==> config.mk <==
export PLATFORM = sky130hd
export DESIGN_NAME = serial_frame_deframer
export DESIGN_NICKNAME = d
export VERILOG_FILES = /design/src/hw/rtl/sfd_pkg.sv /design/src/hw/rtl/serial_frame_deframer.sv /design/src/hw/rtl/sfd_ram.sv /design/src/hw/rtl/sfd_cfg.sv
export SDC_FILE = /design/constraint.sdc
export NUM_CORES = 1
export LEC_CHECK = 0
export BUFFER_PORTS_ARGS = -buffer_cell sky130_fd_sc_hd__buf_2
export CORE_MARGIN = 4
export CORE_UTILIZATION = 54
export CTS_CLUSTER_DIAMETER = 200
export CTS_CLUSTER_SIZE = 8
export DETAILED_ROUTE_END_ITERATION = 7
export GPL_TIMING_DRIVEN = 0
export PLACE_DENSITY = 0.83
export SLEW_MARGIN = 20
export SYNTH_ARGS = -nofsm -noshare
export SYNTH_HDL_FRONTEND = slang
export SYNTH_SLANG_ARGS = --single-unit
export TNS_END_PERCENT = 30
==> constraint.sdc <==
create_clock -name clk -period 3.1 [get_ports clk]
set_clock_uncertainty 0.05 [all_clocks]
set_input_delay 0.155 -clock clk [delete_from_list [all_inputs] [get_ports clk]]
set_output_delay 0.155 -clock clk [all_outputs]
set_load 0.02 [all_outputs]
==> src/hw/rtl/sfd_pkg.sv <==
`default_nettype none

package sfd_pkg;

  localparam logic [7:0] SOH_BYTE = 8'h01;
  localparam logic [7:0] STX_BYTE = 8'h02;
  localparam logic [7:0] ETX_BYTE = 8'h03;
  localparam logic [7:0] EOT_BYTE = 8'h04;

  localparam logic [7:0] CHECK_VALUE_RESET = 8'h05;

  localparam int          CFG_ADDR_W      = 3;
  localparam int          CFG_DATA_W      = 32;
  localparam logic [2:0] REG_CHECK_VALUE = 3'd0;

  typedef enum logic [5:0] {
    ST_IDLE    = 6'b000001,
    ST_HEADER  = 6'b000010,
    ST_PAYLOAD = 6'b000100,
    ST_CHECK   = 6'b001000,
    ST_EOT     = 6'b010000,
    ST_DELIVER = 6'b100000
  } state_t;

endpackage

`default_nettype wire

==> src/hw/rtl/serial_frame_deframer.sv <==
// latency: a nack or an empty ack is presented the cycle after the byte that causes it
// throughput: one received byte per cycle while parsing, unless a stalled output holds the input
// a good frame delivers its payload from the store one byte at a time (read, then load),
// with the input stalled for the whole burst
// reset: parser returns to idle, header registers clear, check_value becomes 0x05;
// the payload store is not cleared
`default_nettype none

module serial_frame_deframer
  import sfd_pkg::*;
#(
  parameter int MAX_PAYLOAD = 32
) (
  input  wire logic                  clk,
  input  wire logic                  rst_n,
  input  wire logic                  in_valid,
  output logic                       in_stall,
  input  wire logic [7:0]            in_rx_byte,
  output logic                       out_valid,
  input  wire logic                  out_stall,
  output logic                       out_verdict,
  output logic      [7:0]            out_source_addr,
  output logic      [7:0]            out_dest_addr,
  output logic      [7:0]            out_payload_byte,
  output logic                       out_byte_valid,
  output logic                       out_last,
  input  wire logic                  psel,
  input  wire logic                  penable,
  input  wire logic                  pwrite,
  input  wire logic [CFG_ADDR_W-1:0] paddr,
  input  wire logic [CFG_DATA_W-1:0] pwdata,
  output logic      [CFG_DATA_W-1:0] prdata,
  output logic                       pready
);

  localparam int AW    = (MAX_PAYLOAD > 1) ? $clog2(MAX_PAYLOAD) : 1;
  localparam int PW_LN = $clog2(MAX_PAYLOAD + 1);
  localparam int PW    = (PW_LN > 2) ? PW_LN : 2;

  state_t          state_r, state_nxt;
  logic [PW-1:0]   pos_r, pos_nxt;
  logic [PW-1:0]   len_r, len_nxt;
  logic [7:0]      from_r, from_nxt;
  logic [7:0]      to_r, to_nxt;
  logic            pend_r, pend_nxt;

  logic            out_valid_r;
  logic            out_verdict_r;
  logic [7:0]      out_source_r;
  logic [7:0]      out_dest_r;
  logic [7:0]      out_byte_r;
  logic            out_bvalid_r;
  logic            out_last_r;

  logic            load;
  logic            res_verdict;
  logic [7:0]      res_byte;
  logic            res_bvalid;
  logic            res_last;

  logic            mem_we;
  logic [AW-1:0]   mem_waddr;
  logic [AW-1:0]   mem_raddr;
  logic [7:0]      mem_rdata;

  logic [7:0]      check_value;
  logic            in_acc;
  logic            out_free;
  logic [7:0]      b;

  sfd_cfg u_cfg (
    .clk         (clk),
    .rst_n       (rst_n),
    .psel        (psel),
    .penable     (penable),
    .pwrite      (pwrite),
    .paddr       (paddr),
    .pwdata      (pwdata),
    .prdata      (prdata),
    .check_value (check_value)
  );

  sfd_ram #(
    .WIDTH (8),
    .DEPTH (MAX_PAYLOAD)
  ) u_store (
    .clk   (clk),
    .we    (mem_we),
    .waddr (mem_waddr),
    .wdata (in_rx_byte),
    .raddr (mem_raddr),
    .rdata (mem_rdata)
  );

  assign pready   = 1'b1;
  assign b        = in_rx_byte;
  assign out_free = ~out_valid_r | ~out_stall;
  assign in_stall = (state_r == ST_DELIVER) | (out_valid_r & out_stall);
  assign in_acc   = in_valid & ~in_stall;

  assign mem_waddr = pos_r[AW-1:0];
  assign mem_raddr = pos_r[AW-1:0];

  always_comb begin
    state_nxt   = state_r;
    pos_nxt     = pos_r;
    len_nxt     = len_r;
    from_nxt    = from_r;
    to_nxt      = to_r;
    pend_nxt    = pend_r;
    mem_we      = 1'b0;
    load        = 1'b0;
    res_verdict = 1'b0;
    res_byte    = 8'h00;
    res_bvalid  = 1'b0;
    res_last    = 1'b1;
    unique case (state_r)
      ST_IDLE: begin
        if (in_acc && b == SOH_BYTE) begin
          state_nxt = ST_HEADER;
          pos_nxt   = '0;
        end
      end
      ST_HEADER: begin
        if (in_acc) begin
          if (pos_r == PW'(0)) begin
            from_nxt = b;
            pos_nxt  = PW'(1);
          end else if (pos_r == PW'(1)) begin
            to_nxt  = b;
            pos_nxt = PW'(2);
          end else if (pos_r == PW'(2)) begin
            if (b > 8'(MAX_PAYLOAD)) begin
              state_nxt = ST_IDLE;
              pos_nxt   = '0;
            end else begin
              len_nxt = b[PW-1:0];
              pos_nxt = PW'(3);
            end
          end else if (b == STX_BYTE) begin
            state_nxt = ST_PAYLOAD;
            pos_nxt   = '0;
          end else begin
            state_nxt = ST_IDLE;
            pos_nxt   = '0;
          end
        end
      end
      ST_PAYLOAD: begin
        if (in_acc) begin
          if (pos_r < len_r) begin
            mem_we  = 1'b1;
            pos_nxt = pos_r + PW'(1);
          end else if (b == ETX_BYTE) begin
            state_nxt = ST_CHECK;
          end else begin
            state_nxt = ST_IDLE;
            pos_nxt   = '0;
          end
        end
      end
      ST_CHECK: begin
        if (in_acc) begin
          if (b == check_value) begin
            state_nxt = ST_EOT;
          end else begin
            load      = 1'b1;
            state_nxt = ST_IDLE;
            pos_nxt   = '0;
          end
        end
      end
      ST_EOT: begin
        if (in_acc) begin
          pos_nxt = '0;
          if (b == EOT_BYTE) begin
            if (len_r == '0) begin
              load        = 1'b1;
              res_verdict = 1'b1;
              state_nxt   = ST_IDLE;
            end else begin
              state_nxt = ST_DELIVER;
              pend_nxt  = 1'b0;
            end
          end else begin
            load      = 1'b1;
            state_nxt = ST_IDLE;
          end
        end
      end
      ST_DELIVER: begin
        if (pend_r) begin
          load        = 1'b1;
          res_verdict = 1'b1;
          res_byte    = mem_rdata;
          res_bvalid  = 1'b1;
          res_last    = (pos_r == len_r);
          pend_nxt    = 1'b0;
          if (pos_r == len_r) begin
            state_nxt = ST_IDLE;
            pos_nxt   = '0;
          end
        end else if (out_free) begin
          pos_nxt  = pos_r + PW'(1);
          pend_nxt = 1'b1;
        end
      end
      default: begin
        state_nxt = ST_IDLE;
        pos_nxt   = '0;
        pend_nxt  = 1'b0;
      end
    endcase
  end

  always_ff @(posedge clk) begin
    if (!rst_n) begin
      state_r     <= ST_IDLE;
      pos_r       <= '0;
      len_r       <= '0;
      from_r      <= 8'h00;
      to_r        <= 8'h00;
      pend_r      <= 1'b0;
      out_valid_r <= 1'b0;
    end else begin
      state_r     <= state_nxt;
      pos_r       <= pos_nxt;
      len_r       <= len_nxt;
      from_r      <= from_nxt;
      to_r        <= to_nxt;
      pend_r      <= pend_nxt;
      out_valid_r <= load | (out_valid_r & out_stall);
    end
  end

  always_ff @(posedge clk) begin
    if (load) begin
      out_verdict_r <= res_verdict;
      out_source_r  <= from_r;
      out_dest_r    <= to_r;
      out_byte_r    <= res_byte;
      out_bvalid_r  <= res_bvalid;
      out_last_r    <= res_last;
    end
  end

  assign out_valid        = out_valid_r;
  assign out_verdict      = out_verdict_r;
  assign out_source_addr  = out_source_r;
  assign out_dest_addr    = out_dest_r;
  assign out_payload_byte = out_byte_r;
  assign out_byte_valid   = out_bvalid_r;
  assign out_last         = out_last_r;

  // a fetched byte always lands in the output register
  assert property (@(posedge clk) disable iff (!rst_n)
    pend_r |=> out_valid_r)
    else $error("fetched payload byte not presented");

  // burst never runs past the stored length
  assert property (@(posedge clk) disable iff (!rst_n)
    (state_r == ST_DELIVER) |-> (pos_r <= len_r) && (len_r != '0))
    else $error("delivery index out of range");

  // store writes stay within the frame length
  assert property (@(posedge clk) disable iff (!rst_n)
    mem_we |-> (pos_r < len_r) && (len_r <= PW'(MAX_PAYLOAD)))
    else $error("payload write beyond frame length");

endmodule

`default_nettype wire

==> src/hw/rtl/sfd_ram.sv <==
`default_nettype none

module sfd_ram #(
  parameter int WIDTH = 8,
  parameter int DEPTH = 32
) (
  input  wire logic                                         clk,
  input  wire logic                                         we,
  input  wire logic [((DEPTH > 1) ? $clog2(DEPTH) : 1)-1:0] waddr,
  input  wire logic [WIDTH-1:0]                             wdata,
  input  wire logic [((DEPTH > 1) ? $clog2(DEPTH) : 1)-1:0] raddr,
  output logic      [WIDTH-1:0]                             rdata
);

  logic [WIDTH-1:0] mem [DEPTH];

  always_ff @(posedge clk) begin
    if (we) begin
      mem[waddr] <= wdata;
    end
    rdata <= mem[raddr];
  end

endmodule

`default_nettype wire

==> src/hw/rtl/sfd_cfg.sv <==
`default_nettype none

module sfd_cfg
  import sfd_pkg::*;
(
  input  wire logic                  clk,
  input  wire logic                  rst_n,
  input  wire logic                  psel,
  input  wire logic                  penable,
  input  wire logic                  pwrite,
  input  wire logic [CFG_ADDR_W-1:0] paddr,
  input  wire logic [CFG_DATA_W-1:0] pwdata,
  output logic      [CFG_DATA_W-1:0] prdata,
  output logic      [7:0]            check_value
);

  logic [7:0] check_value_r;
  logic [7:0] check_value_nxt;
  logic       wr_en;
  logic       sel_check;

  assign wr_en     = psel & penable & pwrite;
  assign sel_check = (paddr[CFG_ADDR_W-1:2] == REG_CHECK_VALUE[CFG_ADDR_W-1:2]);

  always_comb begin
    check_value_nxt = check_value_r;
    if (wr_en && sel_check) begin
      check_value_nxt = pwdata[7:0];
    end
  end

  always_ff @(posedge clk) begin
    if (!rst_n) begin
      check_value_r <= CHECK_VALUE_RESET;
    end else begin
      check_value_r <= check_value_nxt;
    end
  end

  always_comb begin
    prdata = '0;
    if (sel_check) begin
      prdata = {{(CFG_DATA_W-8){1'b0}}, check_value_r};
    end
  end

  assign check_value = check_value_r;

endmodule

`default_nettype wire

==> results.sh <==
export IMPL_drc=0
export IMPL_postSynthAreaPerCell_um2=16.5
export IMPL_leakagePower_nw=5.35
export IMPL_hold_path_class="input port to register"
export IMPL_fp_dieW_um=167
export IMPL_viasPerCell=6.15
export IMPL_worstPathMaxFanout=10
export IMPL_drt_antenna_violating_nets=0
export IMPL_period_share=0.990
export IMPL_grt_ovfl_total=0
export IMPL_synthesis_area_um2=13600
export IMPL_numCtsBuffers=47
export IMPL_final_fill_count=1609
export IMPL_vias=8123
export IMPL_max_freq_mhz=326
export IMPL_ys_flop_type="edfxtp_1"
export IMPL_clockBufferDepth=3
export IMPL_drv_slew=0
export IMPL_start_util=0.553
export IMPL_place_ws_ns=-0.591
export IMPL_worst_setup_path_end_kind="register"
export IMPL_required_ns=3.46
export IMPL_finalSetupViolCount=0
export IMPL_clk_latency_ns=0.54
export IMPL_grt_pass1_vias=7984
export IMPL_path_class="register to register"
export IMPL_power_density_nw_per_um2=614
export IMPL_wl_um=32500
export IMPL_wl_per_cell_um=24.6
export IMPL_fin_cells=1321
export IMPL_antenna_found_initial=0
export IMPL_synth_seq_cells=335
export IMPL_h_tree_depth=2
export IMPL_async_reset_ff_frac=0
export IMPL_grt_usage=0.230
export IMPL_relSlewSlack=0.324
export IMPL_status="complete, no violations"
export IMPL_fin_nets=1029
export IMPL_clkSinkCount=335
export IMPL_cts_tree="yes"
export IMPL_finalSetupTns_ns=0
export IMPL_path_clk_slew_ns=0.06
export IMPL_fin_crit_ns=3.07
export IMPL_worst_ep_arrival_time_ns=3.43
export IMPL_rows=57
export IMPL_synthTopCellsByCount="edfxtp_1, nor2_1, mux4_2"
export IMPL_finalWorstSetupSlack_ns=0.0313
export IMPL_numPortBuffers=60
export IMPL_seq_area_frac_synth=0.703
export IMPL_fp_coreArea_um2=24500
export IMPL_grt_max_degree=39
export IMPL_max_cap_violations=0
export IMPL_synth_largest_area_cell="edfxtp_1"
export IMPL_yosysWarningCount=0
export IMPL_globalplace_congestion=0.894
export IMPL_synth_top_cell_area_share=0.626
export IMPL_hpwl_um=19400
export IMPL_synth_edf_count=283
export IMPL_clockRootBuffer="clkbuf_16"
export IMPL_die_area_um2=27700
export IMPL_drtPass1Iterations=7
export IMPL_dp_cells=1231
export IMPL_hold_viol_final=0
export IMPL_layout_drive_gt1_share=0.267
export IMPL_synth_distinct_cells=62
export IMPL_dieHeight_um=167
export IMPL_area_growth_pct=19.0
export IMPL_synthTopCellsByArea="edfxtp_1, mux4_2, dfxtp_1"
export IMPL_tightest_slew_ns=1.01
export IMPL_grt_pass1_wl_um=48900
export IMPL_drtIter0Drc=1228
export IMPL_crit_path_start_kind="register"
export IMPL_ir_drop_v=0.000470
export IMPL_rsz0062_at_grt="true"
export IMPL_syn_inst=823
export IMPL_synth_most_common_cell="edfxtp_1"
export IMPL_io_pins=112
export IMPL_n_antenna_cell=0
export IMPL_fin_util=0.658
==> path summary, 6_finish.rpt <==
check | startpoint | end | slack, ns | cells past startpoint
max | pos_r[0] | pos_r[3] | 0.03 | 10
min | in_valid | state_r[0] | 0.12 | 5
max reg2reg | pos_r[0] | pos_r[3] | 0.03 | 10
min reg2reg | to_r[2] | out_dest_addr[2] | 0.38 | 0
==> kinds of logic after synthesis <==
kind of cell | Yosys count | share of synthesized area
AO/OA/AOI/OAI | 101 | 0.0516
adder cells (fa/ha/maj) | 10 | 0.00922
multiplexers | 86 | 0.122
other | 2 | 0.000553
XOR/XNOR | 10 | 0.00645
flip-flops | 335 | 0.703
buffers and inverters | 80 | 0.0298
AND/OR/NAND/NOR | 199 | 0.0769
==> critical path: stages, from the launching register on <==
cell	delay (ns)
dfxtp_1	0.38
clkbuf_2	0.21
clkbuf_8	0.21
inv_1	0.12
ha_1	0.30
nand3_1	0.12
o21ai_0	0.18
o21ai_0	0.12
a221o_1	0.48
or3_1	0.45
o41ai_1	0.32
==> registers in the layout, indices dropped and copies added (netlist names) <==
| signal | count |
|---|---|
| out_verdict | 1 |
| from_r | 8 |
| u_store.rdata | 8 |
| out_source_addr | 8 |
| pend_r | 1 |
| out_valid | 1 |
| state_r | 6 |
| out_dest_addr | 8 |
| out_last | 1 |
| pos_r | 6 |
| u_store.mem | 256 |
| u_cfg.check_value | 8 |
| out_payload_byte | 8 |
| len_r | 6 |
| out_byte_valid | 1 |
| to_r | 8 |
==> cell usage in the layout (no fill, tap or decap), types with 5 or more instances in the layout <==
cell type and instances:
a21oi_1 17, a22oi_1 32, and3_1 10, buf_1 6
buf_2 62, buf_4 26, clkbuf_1 53, clkbuf_16 47
conb_1 25, dfxtp_1 52, dlygate4sd3_1 10, edfxtp_1 283
ha_1 10, inv_1 14, mux2i_1 22, mux4_2 64
nand2_1 30, nand3_1 15, nand4_1 10, nor2_1 41
nor2_4 32, nor2b_1 10, nor4_1 5, o21ai_0 11
o21ai_1 8, xor2_1 10
==> through the flow <==
stage	hold slack [ns]	cell area [um^2]	power, mW
detailed placement	0.323	14400	5.42
floorplan	0.204	13700	5.26
global route	0.149	16200	10.2
finish	0.125	16200	9.92
CTS	0.0985	16000	9.96
global placement	0.320	14400	5.41
==> report_power, final <==
group | internal (mW) | total [mW] | switching [mW]
Sequential | 4.90 | 4.91 | 0.0155
Combinational | 0.136 | 0.449 | 0.313
Clock | 2.79 | 4.55 | 1.77
==> layer usage <==
metal	global-route usage	part of all wire
met1	0.323	0.37
met2	0.364	0.49
met3	0.0581	0.12
met4	0.0687	0.027
met5	0	0
==> timing repair <==
item | CTS | global route
resized for setup | 64 | 24
hold buffers | 10 | 0
setup endpoints to repair | 309 | 306
buffers inserted | 0 | 3
pin swaps | 1 | 5
hold endpoints to repair | 12 | 0
cloned | 0 | 0
==> area by class of cell <==
type                            count  area (um^2)  area share
Sequential cell                   335         9540       0.591
Clock inverter                      3         26.3     0.00163
Inverter                           14         52.6     0.00325
Buffer                             66          370      0.0229
Timing Repair Buffer               74          459      0.0284
Tap cell                          324          405      0.0251
Multi-Input combinational cell    431         4020       0.249
Clock buffer                       74         1280      0.0791
(Power assumes the default switching activity.)
